===== config.mk =====
export PLATFORM = sky130hd
export DESIGN_NAME = button_debounce_press_classifier_flat
export DESIGN_NICKNAME = d
export VERILOG_FILES = /design/src/hw/rtl/bdpc_pkg.sv /design/src/hw/rtl/bdpc_in_if.sv /design/src/hw/rtl/bdpc_out_if.sv /design/src/hw/rtl/button_debounce_press_classifier.sv /design/src/hw/rtl/bdpc_ctrl.sv /design/src/hw/rtl/bdpc_dp.sv /design/src/flat_wrapper.sv
export SDC_FILE = /design/constraint.sdc
export NUM_CORES = 1
export LEC_CHECK = 0
export BUFFER_PORTS_ARGS = -buffer_cell sky130_fd_sc_hd__buf_2
export CAP_MARGIN = 20
export CELL_PAD_IN_SITES_DETAIL_PLACEMENT = 2
export CELL_PAD_IN_SITES_GLOBAL_PLACEMENT = 2
export CORE_UTILIZATION = 39
export CTS_CLUSTER_SIZE = 10
export DETAILED_ROUTE_END_ITERATION = 12
export HOLD_SLACK_MARGIN = 0.08
export PLACE_DENSITY = 0.8
export SLEW_MARGIN = 20
export SYNTH_ARGS = -nofsm -noshare
export SYNTH_HDL_FRONTEND = slang
export SYNTH_SLANG_ARGS = --single-unit

===== constraint.sdc =====
create_clock -name clk -period 5.85 [get_ports clk]
set_input_delay 0.585 -clock clk [delete_from_list [all_inputs] [get_ports clk]]
set_output_delay 0.585 -clock clk [all_outputs]
set_load 0.05 [all_outputs]

===== src/hw/rtl/bdpc_pkg.sv =====
// ----------------------------------------------------------------------------
// bdpc_pkg
// Shared constants and control types for the button debounce and press
// classifier.
// ----------------------------------------------------------------------------
package bdpc_pkg;

  // Counter widths and limits
  localparam int HELD_WIDTH   = 24;
  localparam int STABLE_WIDTH = 11;
  localparam int PULSE_WIDTH  = 16;
  localparam int TICK_WIDTH   = 16;
  localparam int DEB_WIDTH    = 10;
  localparam int PROG_WIDTH   = 7;
  localparam int CFG_IDX_W    = 3;
  localparam int CFG_DATA_W   = 16;

  // Percentage divider sizes: quotient stays below 128
  localparam int NUM_WIDTH    = TICK_WIDTH + PROG_WIDTH;
  localparam int DEN_WIDTH    = TICK_WIDTH + PROG_WIDTH - 1;
  localparam int DIV_STEPS    = PROG_WIDTH;

  localparam logic [PROG_WIDTH-1:0] PERCENT = 7'd100;

  // Configuration register indexes
  localparam logic [CFG_IDX_W-1:0] CFG_ENABLE     = 3'd0;
  localparam logic [CFG_IDX_W-1:0] CFG_ACTIVE_LOW = 3'd1;
  localparam logic [CFG_IDX_W-1:0] CFG_DEBOUNCE   = 3'd2;
  localparam logic [CFG_IDX_W-1:0] CFG_SHORT      = 3'd3;
  localparam logic [CFG_IDX_W-1:0] CFG_LONG       = 3'd4;
  localparam logic [CFG_IDX_W-1:0] CFG_INTERVAL   = 3'd5;

  // Event codes
  localparam logic [1:0] EV_NONE  = 2'd0;
  localparam logic [1:0] EV_SHORT = 2'd1;
  localparam logic [1:0] EV_LONG  = 2'd2;

  // Controller to datapath commands
  typedef struct packed {
    logic step;     // apply one tick to the button state
    logic mul;      // load held*100 into the divider
    logic div;      // one restoring division step
    logic load;     // move the finished result to the output register
  } bdpc_cmd_t;

  // Datapath to controller status
  typedef struct packed {
    logic out_free; // output register can take a result this cycle
  } bdpc_sts_t;

endpackage


===== src/hw/rtl/bdpc_in_if.sv =====
// ----------------------------------------------------------------------------
// bdpc_in_if
// Tick channel: one raw pin sample per transfer.
// ----------------------------------------------------------------------------
interface bdpc_in_if;
  logic valid;
  logic ready;
  logic raw_level;

  modport source (output valid, output raw_level, input ready);
  modport sink (input valid, input raw_level, output ready);
endinterface


===== src/hw/rtl/bdpc_out_if.sv =====
// ----------------------------------------------------------------------------
// bdpc_out_if
// Result channel: one classification result per transfer.
// ----------------------------------------------------------------------------
interface bdpc_out_if;
  logic        valid;
  logic        ready;
  logic [1:0]  event_res;
  logic        pressed;
  logic [23:0] held_time;
  logic [6:0]  progress;
  logic        waiting_long;
  logic        held_pulse;

  modport source (output valid, output event_res, output pressed, output held_time,
                  output progress, output waiting_long, output held_pulse, input ready);
  modport sink (input valid, input event_res, input pressed, input held_time,
                input progress, input waiting_long, input held_pulse, output ready);
endinterface


===== src/hw/rtl/button_debounce_press_classifier.sv =====
// Sequence: tick, multiply, 7-step serial percentage divide and output load; no new tick is
// taken until the load is done, and out valid rises with the registered result.
// A result held on the output stalls the load and so the next tick.
// Reset (rst_n, synchronous): button state cleared, configuration registers to their defaults,
// output channel empty.
// ----------------------------------------------------------------------------
// button_debounce_press_classifier
// Debounces a sampled button and classifies short presses, long presses and
// periodic held pulses, with held time and long-press progress.
// ----------------------------------------------------------------------------
module button_debounce_press_classifier (
  input  logic                             clk,
  input  logic                             rst_n,
  bdpc_in_if.sink                          in_ch,
  bdpc_out_if.source                       out_ch,
  input  logic                             cfg_we,
  input  logic [bdpc_pkg::CFG_IDX_W-1:0]   cfg_idx,
  input  logic [bdpc_pkg::CFG_DATA_W-1:0]  cfg_wdata
);
  import bdpc_pkg::*;

  bdpc_cmd_t cmd;
  bdpc_sts_t sts;

  // Sequencer
  bdpc_ctrl u_ctrl (
    .clk      (clk),
    .rst_n    (rst_n),
    .in_valid (in_ch.valid),
    .in_ready (in_ch.ready),
    .sts      (sts),
    .cmd      (cmd)
  );

  // Datapath
  bdpc_dp u_dp (
    .clk              (clk),
    .rst_n            (rst_n),
    .cmd              (cmd),
    .sts              (sts),
    .raw_level        (in_ch.raw_level),
    .cfg_we           (cfg_we),
    .cfg_idx          (cfg_idx),
    .cfg_wdata        (cfg_wdata),
    .out_valid        (out_ch.valid),
    .out_ready        (out_ch.ready),
    .out_event_res    (out_ch.event_res),
    .out_pressed      (out_ch.pressed),
    .out_held_time    (out_ch.held_time),
    .out_progress     (out_ch.progress),
    .out_waiting_long (out_ch.waiting_long),
    .out_held_pulse   (out_ch.held_pulse)
  );

endmodule


===== src/hw/rtl/bdpc_ctrl.sv =====
// ----------------------------------------------------------------------------
// bdpc_ctrl
// Sequencer: takes a tick, runs the multiply and the serial percentage
// divide, then hands the result to the output register.
// ----------------------------------------------------------------------------
module bdpc_ctrl (
  input  logic                clk,
  input  logic                rst_n,
  input  logic                in_valid,
  output logic                in_ready,
  input  bdpc_pkg::bdpc_sts_t sts,
  output bdpc_pkg::bdpc_cmd_t cmd
);
  import bdpc_pkg::*;

  localparam logic [1:0] ST_IDLE = 2'd0;
  localparam logic [1:0] ST_MUL  = 2'd1;
  localparam logic [1:0] ST_DIV  = 2'd2;
  localparam logic [1:0] ST_LOAD = 2'd3;

  localparam logic [2:0] LAST_STEP = 3'(DIV_STEPS - 1);

  logic [1:0] state_r, state_nxt;
  logic [2:0] cnt_r, cnt_nxt;

  // Next state and commands
  always_comb begin
    state_nxt = state_r;
    cnt_nxt   = cnt_r;
    cmd       = '0;
    in_ready  = 1'b0;
    unique case (state_r)
      ST_IDLE: begin
        in_ready = 1'b1;
        if (in_valid) begin
          cmd.step  = 1'b1;
          state_nxt = ST_MUL;
        end
      end
      ST_MUL: begin
        cmd.mul   = 1'b1;
        cnt_nxt   = '0;
        state_nxt = ST_DIV;
      end
      ST_DIV: begin
        cmd.div = 1'b1;
        cnt_nxt = cnt_r + 3'd1;
        if (cnt_r == LAST_STEP) begin
          state_nxt = ST_LOAD;
        end
      end
      ST_LOAD: begin
        if (sts.out_free) begin
          cmd.load  = 1'b1;
          state_nxt = ST_IDLE;
        end
      end
      default: state_nxt = ST_IDLE;
    endcase
  end

  always_ff @(posedge clk) begin
    if (!rst_n) begin
      state_r <= ST_IDLE;
      cnt_r   <= '0;
    end else begin
      state_r <= state_nxt;
      cnt_r   <= cnt_nxt;
    end
  end

endmodule


===== src/hw/rtl/bdpc_dp.sv =====
// ----------------------------------------------------------------------------
// bdpc_dp
// Datapath: configuration registers, debounce and press state, percentage
// divider and the output register.
// ----------------------------------------------------------------------------
module bdpc_dp (
  input  logic                                clk,
  input  logic                                rst_n,
  input  bdpc_pkg::bdpc_cmd_t                 cmd,
  output bdpc_pkg::bdpc_sts_t                 sts,
  input  logic                                raw_level,
  input  logic                                cfg_we,
  input  logic [bdpc_pkg::CFG_IDX_W-1:0]      cfg_idx,
  input  logic [bdpc_pkg::CFG_DATA_W-1:0]     cfg_wdata,
  output logic                                out_valid,
  input  logic                                out_ready,
  output logic [1:0]                          out_event_res,
  output logic                                out_pressed,
  output logic [bdpc_pkg::HELD_WIDTH-1:0]     out_held_time,
  output logic [bdpc_pkg::PROG_WIDTH-1:0]     out_progress,
  output logic                                out_waiting_long,
  output logic                                out_held_pulse
);
  import bdpc_pkg::*;

  localparam logic [HELD_WIDTH-1:0]   HELD_MAX   = '1;
  localparam logic [STABLE_WIDTH-1:0] STABLE_MAX = '1;
  localparam logic [PULSE_WIDTH-1:0]  PULSE_MAX  = '1;

  // Configuration
  logic                  enable_r;
  logic                  active_low_r;
  logic [DEB_WIDTH-1:0]  debounce_r;
  logic [TICK_WIDTH-1:0] short_r;
  logic [TICK_WIDTH-1:0] long_r;
  logic [TICK_WIDTH-1:0] interval_r;

  // Button state
  logic                    last_r, last_nxt;
  logic [STABLE_WIDTH-1:0] stable_r, stable_nxt;
  logic                    pressed_r, pressed_nxt;
  logic [HELD_WIDTH-1:0]   held_r, held_nxt;
  logic                    fired_r, fired_nxt;
  logic [PULSE_WIDTH-1:0]  pcnt_r, pcnt_nxt;
  logic [1:0]              ev_r, ev_nxt;
  logic                    pulse_r, pulse_nxt;
  logic                    reading;

  // Divider
  logic [NUM_WIDTH-1:0]  rem_r;
  logic [DEN_WIDTH-1:0]  den_r;
  logic [PROG_WIDTH-1:0] quo_r;
  logic                  ge;

  // Output
  logic                  out_valid_r;
  logic [PROG_WIDTH-1:0] prog;
  logic                  wait_flag;
  logic                  held_ge_long;

  // Configuration writes
  always_ff @(posedge clk) begin
    if (!rst_n) begin
      enable_r     <= 1'b1;
      active_low_r <= 1'b1;
      debounce_r   <= 10'd50;
      short_r      <= 16'd1000;
      long_r       <= 16'd3000;
      interval_r   <= 16'd100;
    end else if (cfg_we) begin
      unique case (cfg_idx)
        CFG_ENABLE:     enable_r     <= cfg_wdata[0];
        CFG_ACTIVE_LOW: active_low_r <= cfg_wdata[0];
        CFG_DEBOUNCE:   debounce_r   <= cfg_wdata[DEB_WIDTH-1:0];
        CFG_SHORT:      short_r      <= cfg_wdata;
        CFG_LONG:       long_r       <= cfg_wdata;
        CFG_INTERVAL:   interval_r   <= cfg_wdata;
        default: ;
      endcase
    end
  end

  // One tick of debounce and press classification
  always_comb begin
    reading     = raw_level ^ active_low_r;
    last_nxt    = last_r;
    stable_nxt  = stable_r;
    pressed_nxt = pressed_r;
    held_nxt    = held_r;
    fired_nxt   = fired_r;
    pcnt_nxt    = pcnt_r;
    ev_nxt      = EV_NONE;
    pulse_nxt   = 1'b0;
    if (enable_r) begin
      // held and pulse counters run while pressed
      if (pressed_r) begin
        if (held_r != HELD_MAX) held_nxt = held_r + 1'b1;
        if (pcnt_r != PULSE_MAX) pcnt_nxt = pcnt_r + 1'b1;
      end
      // stability counter
      if (reading != last_r) begin
        stable_nxt = '0;
      end else if (stable_r != STABLE_MAX) begin
        stable_nxt = stable_r + 1'b1;
      end
      // debounced transitions and long press
      if (stable_nxt > {1'b0, debounce_r}) begin
        if (reading != pressed_r) begin
          pressed_nxt = reading;
          if (reading) begin
            held_nxt  = '0;
            fired_nxt = 1'b0;
            pcnt_nxt  = '0;
          end else begin
            if (!fired_r && (held_nxt < HELD_WIDTH'(long_r))) ev_nxt = EV_SHORT;
            held_nxt = '0;
          end
        end
        if (pressed_nxt && !fired_nxt && (held_nxt >= HELD_WIDTH'(long_r))) begin
          ev_nxt    = EV_LONG;
          fired_nxt = 1'b1;
        end
      end
      last_nxt = reading;
      // periodic held pulse
      if (pressed_nxt && (pcnt_nxt >= interval_r)) begin
        pulse_nxt = 1'b1;
        pcnt_nxt  = '0;
      end
    end
  end

  always_ff @(posedge clk) begin
    if (!rst_n) begin
      last_r    <= 1'b0;
      stable_r  <= '0;
      pressed_r <= 1'b0;
      held_r    <= '0;
      fired_r   <= 1'b0;
      pcnt_r    <= '0;
      ev_r      <= EV_NONE;
      pulse_r   <= 1'b0;
    end else if (cmd.step) begin
      last_r    <= last_nxt;
      stable_r  <= stable_nxt;
      pressed_r <= pressed_nxt;
      held_r    <= held_nxt;
      fired_r   <= fired_nxt;
      pcnt_r    <= pcnt_nxt;
      ev_r      <= ev_nxt;
      pulse_r   <= pulse_nxt;
    end
  end

  // Restoring divide of held*100 by long_ticks, one quotient bit per cycle.
  // Only used when held < long_ticks, so held fits 16 bits and quotient < 100.
  assign ge = rem_r >= {1'b0, den_r};

  always_ff @(posedge clk) begin
    if (cmd.mul) begin
      rem_r <= NUM_WIDTH'(held_r[TICK_WIDTH-1:0]) * NUM_WIDTH'(PERCENT);
      den_r <= {long_r, (PROG_WIDTH-1)'(0)};
      quo_r <= '0;
    end else if (cmd.div) begin
      if (ge) rem_r <= rem_r - {1'b0, den_r};
      den_r <= den_r >> 1;
      quo_r <= {quo_r[PROG_WIDTH-2:0], ge};
    end
  end

  // Result fields from the state after the tick
  assign held_ge_long = held_r >= HELD_WIDTH'(long_r);

  always_comb begin
    prog      = '0;
    wait_flag = 1'b0;
    if (pressed_r) begin
      if (held_ge_long || (long_r == '0)) prog = PERCENT;
      else                                prog = quo_r;
      wait_flag = (held_r >= HELD_WIDTH'(short_r)) && !held_ge_long && !fired_r;
    end
  end

  // Output register
  assign sts.out_free = !out_valid_r || out_ready;

  always_ff @(posedge clk) begin
    if (!rst_n) begin
      out_valid_r <= 1'b0;
    end else if (cmd.load) begin
      out_valid_r <= 1'b1;
    end else if (out_ready) begin
      out_valid_r <= 1'b0;
    end
  end

  always_ff @(posedge clk) begin
    if (cmd.load) begin
      out_event_res    <= ev_r;
      out_pressed      <= pressed_r;
      out_held_time    <= pressed_r ? held_r : '0;
      out_progress     <= prog;
      out_waiting_long <= wait_flag;
      out_held_pulse   <= pulse_r;
    end
  end

  assign out_valid = out_valid_r;

endmodule

===== src/flat_wrapper.sv =====
// flat-port wrapper written by rule: the top's interface ports become plain ports
module button_debounce_press_classifier_flat import bdpc_pkg::*;
  (clk, rst_n, cfg_we, cfg_idx, cfg_wdata, in_ch_valid, in_ch_raw_level, in_ch_ready, out_ch_valid, out_ch_event_res, out_ch_pressed, out_ch_held_time, out_ch_progress, out_ch_waiting_long, out_ch_held_pulse, out_ch_ready);
  bdpc_in_if in_ch_i ();
  bdpc_out_if out_ch_i ();
  input  logic clk;
  input  logic rst_n;
  input  logic cfg_we;
  input  logic [bdpc_pkg::CFG_IDX_W-1:0] cfg_idx;
  input  logic [bdpc_pkg::CFG_DATA_W-1:0] cfg_wdata;
  input wire logic [$bits(in_ch_i.valid)-1:0] in_ch_valid;
  input wire logic [$bits(in_ch_i.raw_level)-1:0] in_ch_raw_level;
  output wire logic [$bits(in_ch_i.ready)-1:0] in_ch_ready;
  output wire logic [$bits(out_ch_i.valid)-1:0] out_ch_valid;
  output wire logic [$bits(out_ch_i.event_res)-1:0] out_ch_event_res;
  output wire logic [$bits(out_ch_i.pressed)-1:0] out_ch_pressed;
  output wire logic [$bits(out_ch_i.held_time)-1:0] out_ch_held_time;
  output wire logic [$bits(out_ch_i.progress)-1:0] out_ch_progress;
  output wire logic [$bits(out_ch_i.waiting_long)-1:0] out_ch_waiting_long;
  output wire logic [$bits(out_ch_i.held_pulse)-1:0] out_ch_held_pulse;
  input wire logic [$bits(out_ch_i.ready)-1:0] out_ch_ready;
  assign in_ch_i.valid = in_ch_valid;
  assign in_ch_i.raw_level = in_ch_raw_level;
  assign in_ch_ready = in_ch_i.ready;
  assign out_ch_valid = out_ch_i.valid;
  assign out_ch_event_res = out_ch_i.event_res;
  assign out_ch_pressed = out_ch_i.pressed;
  assign out_ch_held_time = out_ch_i.held_time;
  assign out_ch_progress = out_ch_i.progress;
  assign out_ch_waiting_long = out_ch_i.waiting_long;
  assign out_ch_held_pulse = out_ch_i.held_pulse;
  assign out_ch_i.ready = out_ch_ready;
  button_debounce_press_classifier u_core (.clk(clk), .rst_n(rst_n), .in_ch(in_ch_i), .out_ch(out_ch_i), .cfg_we(cfg_we), .cfg_idx(cfg_idx), .cfg_wdata(cfg_wdata));
endmodule

# [After elaboration in Yosys (flattened, before gate mapping)]
# Index checks and enable logic that the tools add are counted.
# W data, S select, Z words.
[word_totals] ram_bits=0 memories=0 elab_cells=147 rom_bits=0 reg_bits=211 latchBits=0
[classes] multipliers=1 n_lt_le_gt_ge=7 n_mux=55 eq_ne=17 bitwise_logic=2 addsub=5 reduce_logical=31 n_div=0 shifts=0
[op_table] operator="$mux W24" n=7
[op_table] operator="$mux W16" n=7
[op_table] operator="$ge A24 B16 Y1" n=3
[op_table] operator="$mux W23" n=3
[op_table] operator="$mux W22" n=2
[op_table] operator="$mux W11" n=3
[op_table] operator="$add A24 B1 Y24 const B" n=1
[op_table] operator="$lt A24 B16 Y1" n=1
[op_table] operator="$mux W1" n=24
[op_table] operator="$ne A24 B24 Y1 const B" n=1
[op_table] operator="$ge A23 B22 Y1" n=1
[op_table] operator="$sub A23 B22 Y23" n=1
[op_table] operator="$mul A16 B5 Y21 const B" n=1
[op_table] operator="$reduce_and A2 Y1" n=9
[op_table] operator="$add A16 B1 Y16 const B" n=1
[op_table] operator="$ge A16 B16 Y1" n=1
[op_table] operator="$logic_not A16 Y1" n=1
[op_table] operator="$ne A16 B16 Y1 const B" n=1
[op_table] operator="$mux W2" n=6
[op_table] operator="$add A11 B1 Y11 const B" n=1
[op_table] operator="$gt A11 B10 Y1" n=1
[op_table] operator="$ne A11 B11 Y1 const B" n=1
[op_table] operator="$eq A3 B3 Y1 const B" n=3
[op_table] operator="$pmux W2 S4" n=1
[op_table] operator="other kinds (20)" n=37

# [Logic depth before layout (Yosys ltp)]
[logic_depth] ltp_word=13 ltp_mapped=26

# [By module]
# Synthesis repeated with hierarchy kept, for this count alone.
[unflattened] hier_cells=1625 area_unflattened_um2=14242.4
[by_module_without_submodules] module="bdpc_dp" area_each_um2=13912.1 seq_area_each_um2=4854.7 cells_each=1588 instances=1
[by_module_without_submodules] module="bdpc_ctrl" area_each_um2=330.3 seq_area_each_um2=100.1 cells_each=37 instances=1

# [Least setup slack after synthesis]
# Ideal clock, no wire load.
[synth_path] path_kind="flip-flop to flip-flop" start="reg u_core.u_dp.stable_r[0]" end="reg u_core.u_dp.pcnt_r[8]" arrival_time_ps=5070 synth_period_minus_slack_ps=5144 setup_time_ps=74 n_path_buf=2 setup_slack_ps=706 path_stages_with_launch=26 path_cell_list="dfxtp_1 -> ha_1 -> nand3_1 -> nor3_1 -> and2_1 -> clkbuf_1 -> nor2_1 -> xnor2_1 -> nor2_1 -> ha_1 -> nand4_1 -> o32a_1 -> o31ai_2 -> a211oi_2 -> buf_2 -> nor2_1 -> inv_1 -> ha_1 -> nand2b_1 -> a2111oi_0 -> o21ai_0 -> a221oi_1 -> o21ai_0 -> a31oi_4 -> or3b_1 -> a31oi_1"
[synth_between] elab_chain_cells=10 elab_cells_between_ends=13 classes_between="add/sub: 1; order compare: 2; eq/ne: 1; mux: 8; reduce/logical: 1"
[synth_rtl] element="start, declared" line_no="bdpc_dp.sv:40" text="logic [STABLE_WIDTH-1:0] stable_r, stable_nxt;"
[synth_rtl] element="start signal, assigned" line_no="bdpc_dp.sv:145" text="stable_r <= stable_nxt;"
[synth_rtl] element="$add A11 B1 Y11 / $ne A11 B11 Y1 (equally long branches)" line_no="bdpc_dp.sv:104, bdpc_dp.sv:103"
[synth_rtl] element="$mux W11 *" line_no="bdpc_dp.sv:103" text="end else if (stable_r != STABLE_MAX) begin"
[synth_rtl] element="$mux W11 *" line_no="bdpc_dp.sv:101" text="if (reading != last_r) begin"
[synth_rtl] element="$mux W11 *" line_no="bdpc_dp.sv:94" text="if (enable_r) begin"
[synth_rtl] element="$gt A11 B10 Y1 *" line_no="bdpc_dp.sv:107" text="if (stable_nxt > {1'b0, debounce_r}) begin"
[synth_rtl] element="$mux W16" line_no="bdpc_dp.sv:107"
[synth_rtl] element="$mux W16" line_no="bdpc_dp.sv:94"
[synth_rtl] element="$ge A16 B16 Y1" line_no="bdpc_dp.sv:126" text="if (pressed_nxt && (pcnt_nxt >= interval_r)) begin"
[synth_rtl] element="$logic_and A1 B1 Y1" line_no="bdpc_dp.sv:126"
[synth_rtl] element="$mux W16 *" line_no="bdpc_dp.sv:126"
[synth_rtl] element="end signal, assigned" line_no="bdpc_dp.sv:149" text="pcnt_r <= pcnt_nxt;"
[synth_rtl] element="end, declared" line_no="bdpc_dp.sv:44" text="logic [PULSE_WIDTH-1:0] pcnt_r, pcnt_nxt;"
# Every way passes the cells marked *; elsewhere a longest branch is shown, timed or not. The select of a mux whose other input is x is not followed.
# A chain may end at the register's enable or synchronous reset.

# [Worst setup path after layout]
# Same ends and word-level chain as after synthesis.

==> results.toml <==
[worst_setup_path]
cp.arrival_ns = 5.81
cp-startpoint = "u_core.u_dp.stable_r[0]"
worst_path_most_repeated_cell = "ha_1"
r2r-start = "u_core.u_dp.stable_r[0]"
cp-endpoint = "u_core.u_dp.pcnt_r[8]"
max_stage_delay_ns = 0.43
critPathRequiredTime_ns = 6.36
reg2regPathDepth = 23
path_max_fanout = 6
critPathSlowestCell = "dfxtp_1"
crit_path_end_kind = "flop"
critPathKind = "flop to flop"
crit_chain = "ha_1 -> nand3_2 -> nor3_4 -> and2_2 -> nand2_1 -> a21oi_1 -> ha_1 -> nor2b_1 -> o21ai_0 -> a21oi_2 -> o31ai_4 -> a211oi_4 -> nor2_1 -> inv_1 -> ha_1 -> nand2b_1 -> a2111oi_1 -> o21ai_1 -> a221oi_2 -> o21ai_1 -> a31oi_4 -> or3b_1 -> a31oi_1"
start_kind = "flop"
r2r_end = "u_core.u_dp.pcnt_r[8]"
r2r_setup_slack_ns = 0.54

[sta]
worst_slew_pin_slew_ns = 1.09
fmax_ghz = 0.188
setup_ws_ns = 0.544
finalClockSkew_ns = 0.0112
fin_setup_tns_ns = 0
slew_headroom = 0.275
layout_worst_path_cycle_share = 0.907
final-hold-violation-count = 0
setup_viol = 0
period_needed_ns = 5.31
drv_slew = 0
rsz0062_at_grt = "no"

[grt]
grt_pass1_wl_mm = 76.3
antenna_found_initial = 0
grt_remaining_overflow = 0
grt_pass1_vias = 13600
gr-usage-all-layers = 0.256
grt_max_degree = 88

[placement]
io_buffers = 62
gp_congestion = 0.849
post-place-ws_ns = 0.0338
dpl.hpwl_mm = 36.1

[clocking]
cts.root.buffer_cell = "clkbuf_16"
ctsHoldBuffers = 0
cts.clk_slew.worst_paths_ns = 0.06
ctsLongestPathBuffers = 3
cts.sinks = 211
cts_setup_buffers = 0
cts_tree = "yes"
numCtsBuffers = 28
clk_latency_ns = 0.58
htreeDepth = 1

[route]
wl_met1_mm = 21.4
vias = 12300
highest_layer = "met4"
wl_met3_mm = 1.50
drt_wl_total_mm = 47.9
viasPerCell = 5.70
dr.pass1.iters = 4
route.detailed.drc = 0
ant_nets = 0
dr_wl_met2_mm = 23.7
drtIter0Drc = 574
wl_per_cell_microns = 22.1

[logic_synthesis]
ys.flop_type = "dfxtp_1"
ys_seq_elements = 211
synth-seq-area-share = 0.344
synth_cells = 1636
synth_top_area_share = 0.192
yosysUniqueCellTypes = 77
synth.area.top_cells = "dfxtp_1 (19%), edfxtp_1 (15%), ha_1 (15%)"
syn_area_sq_um = 14400
synth_top_area_cell = "dfxtp_1"
synthArstFlopShare = 0
syn_avg_cell_area_sq_um = 8.79
syn_nets = 1847
yosys_warnings = 0
synth_edf_count = 73

[floorplanning]
die_area_sq_um = 37700
die_y_microns = 194
start_util = 0.401
rows = 69
core_sq_um = 35900
die_x_microns = 194
pin_count = 63

[final_layout]
final_cell_mix = "nand2_1 (220), ha_1 (173), inv_1 (156)"
fin_nets = 1894
area_growth_syn_to_layout_pct = 12.2
final_common_cell = "nand2_1"
diodes = 0
drive_above_1_share = 0.0951

[power_and_ir_drop]
p_leak_nw = 6.98
ir_worst_vdd_v = 0.000266
p_per_area_nw_per_um2 = 361

[outcome]
status = "finished clean"

[flow_run]
cap_violations = 0

[worst_hold_path]
hold_start = "cfg_wdata[10]"
hp-class = "input pin to flop"
[worst min path at each step]
| stage | endpoint | depth (start not counted) |
|---|---|---|
| floorplan | u_core.u_dp.out_event_res[1] | 0 |
| CTS | u_core.u_dp.interval_r[10] | 3 |
| finish | u_core.u_dp.interval_r[10] | 3 |
| detailed placement | u_core.u_dp.out_event_res[0] | 0 |
| global route | u_core.u_dp.interval_r[10] | 3 |
| global placement | u_core.u_dp.out_event_res[1] | 0 |
[logic make-up after synthesis]
logic type                 synth area share
AOI/OAI and AO/OA                     0.193
xor gates and xnor gates             0.0412
adders and majority gates             0.168
buffers and inverters                0.0612
DFF                                   0.344
muxes                                0.0118
and+or+nand+nor                       0.181
[Yosys cell counts, drive strengths merged, types with 35 or more instances]
| library cell | count |
|---|---|
| nand2 | 221 |
| edfxtp | 73 |
| nor2 | 85 |
| a21o | 40 |
| a21boi | 60 |
| inv | 158 |
| and2 | 38 |
| xnor2 | 42 |
| ha | 174 |
| dfxtp | 138 |
| a21oi | 65 |
| clkbuf | 48 |
| nand3 | 35 |
| o21ai | 56 |
[state kept, by name, summed over array words and instances, names as in the netlist, 2 cells and up]
register	cells
u_core.u_dp.stable_r	11
u_core.u_dp.ev_r	2
u_core.u_dp.quo_r	7
u_core.u_dp.interval_r	16
u_core.u_dp.held_r	24
u_core.u_dp.pcnt_r	16
u_core.u_ctrl.cnt_r	3
u_core.u_dp.debounce_r	10
u_core.u_dp.short_r	16
u_core.u_ctrl.state_r	2
u_core.u_dp.out_event_res	2
u_core.u_dp.long_r	16
u_core.u_dp.out_held_time	24
u_core.u_dp.den_r	22
u_core.u_dp.out_progress	7
u_core.u_dp.rem_r	23
[layer usage]
metal / up-vias / track usage
li1: 5865 / -
met3: 71 / 0.0315
met4: 0 / 0.0752
met1: 6234 / 0.320
met5: - / 0
met2: 166 / 0.459
[report_power, final]
part	internal, W	switching, W	total [W]
Combinational	0.000738	0.00148	0.00222
Sequential	0.00180	0.0000924	0.00189
Clock	0.00101	0.000697	0.00171
Total	0.00355	0.00227	0.00582
[per-stage QoR]
stage	hold slack, ns	cell area (sq um)	power (W)	util	instances
3_5_place_dp	0.429	15200	0.00413	0.423	2114
4_1_cts	0.283	16100	0.00587	0.448	2165
3_3_place_gp	0.411	15200	0.00401	0.423	2114
6_report	0.304	16100	0.00582	0.450	2165
2_1_floorplan	0.400	14400	0.00349	-	1636
5_1_grt	0.301	16100	0.00613	0.450	2165
[repair_timing]
action                                  in CTS  in global routing
endpoints found under the hold margin        0                  0
gates resized for setup                      0                 13
endpoints found under the setup margin       0                 17
[worst max-delay path: cells and delay by family (launching register included)]
kind                       cells  cell delay, ns
AOI/OAI and AO/OA             11            2.40
adders and majority gates      3            0.81
buffers and inverters          1            0.06
DFF                            1            0.43
and+or+nand+nor                8            1.54
[layout make-up]
class	instances	area, sq um
repair buffers	87	505
inverters	158	593
flip-flops and latches	211	4950
clock inverters	9	121
clock buffers	42	783
multi-input cells	1197	8610
well taps	461	577
fillers	3968	19800
No activity file was read; power rests on OpenSTA's default activity.
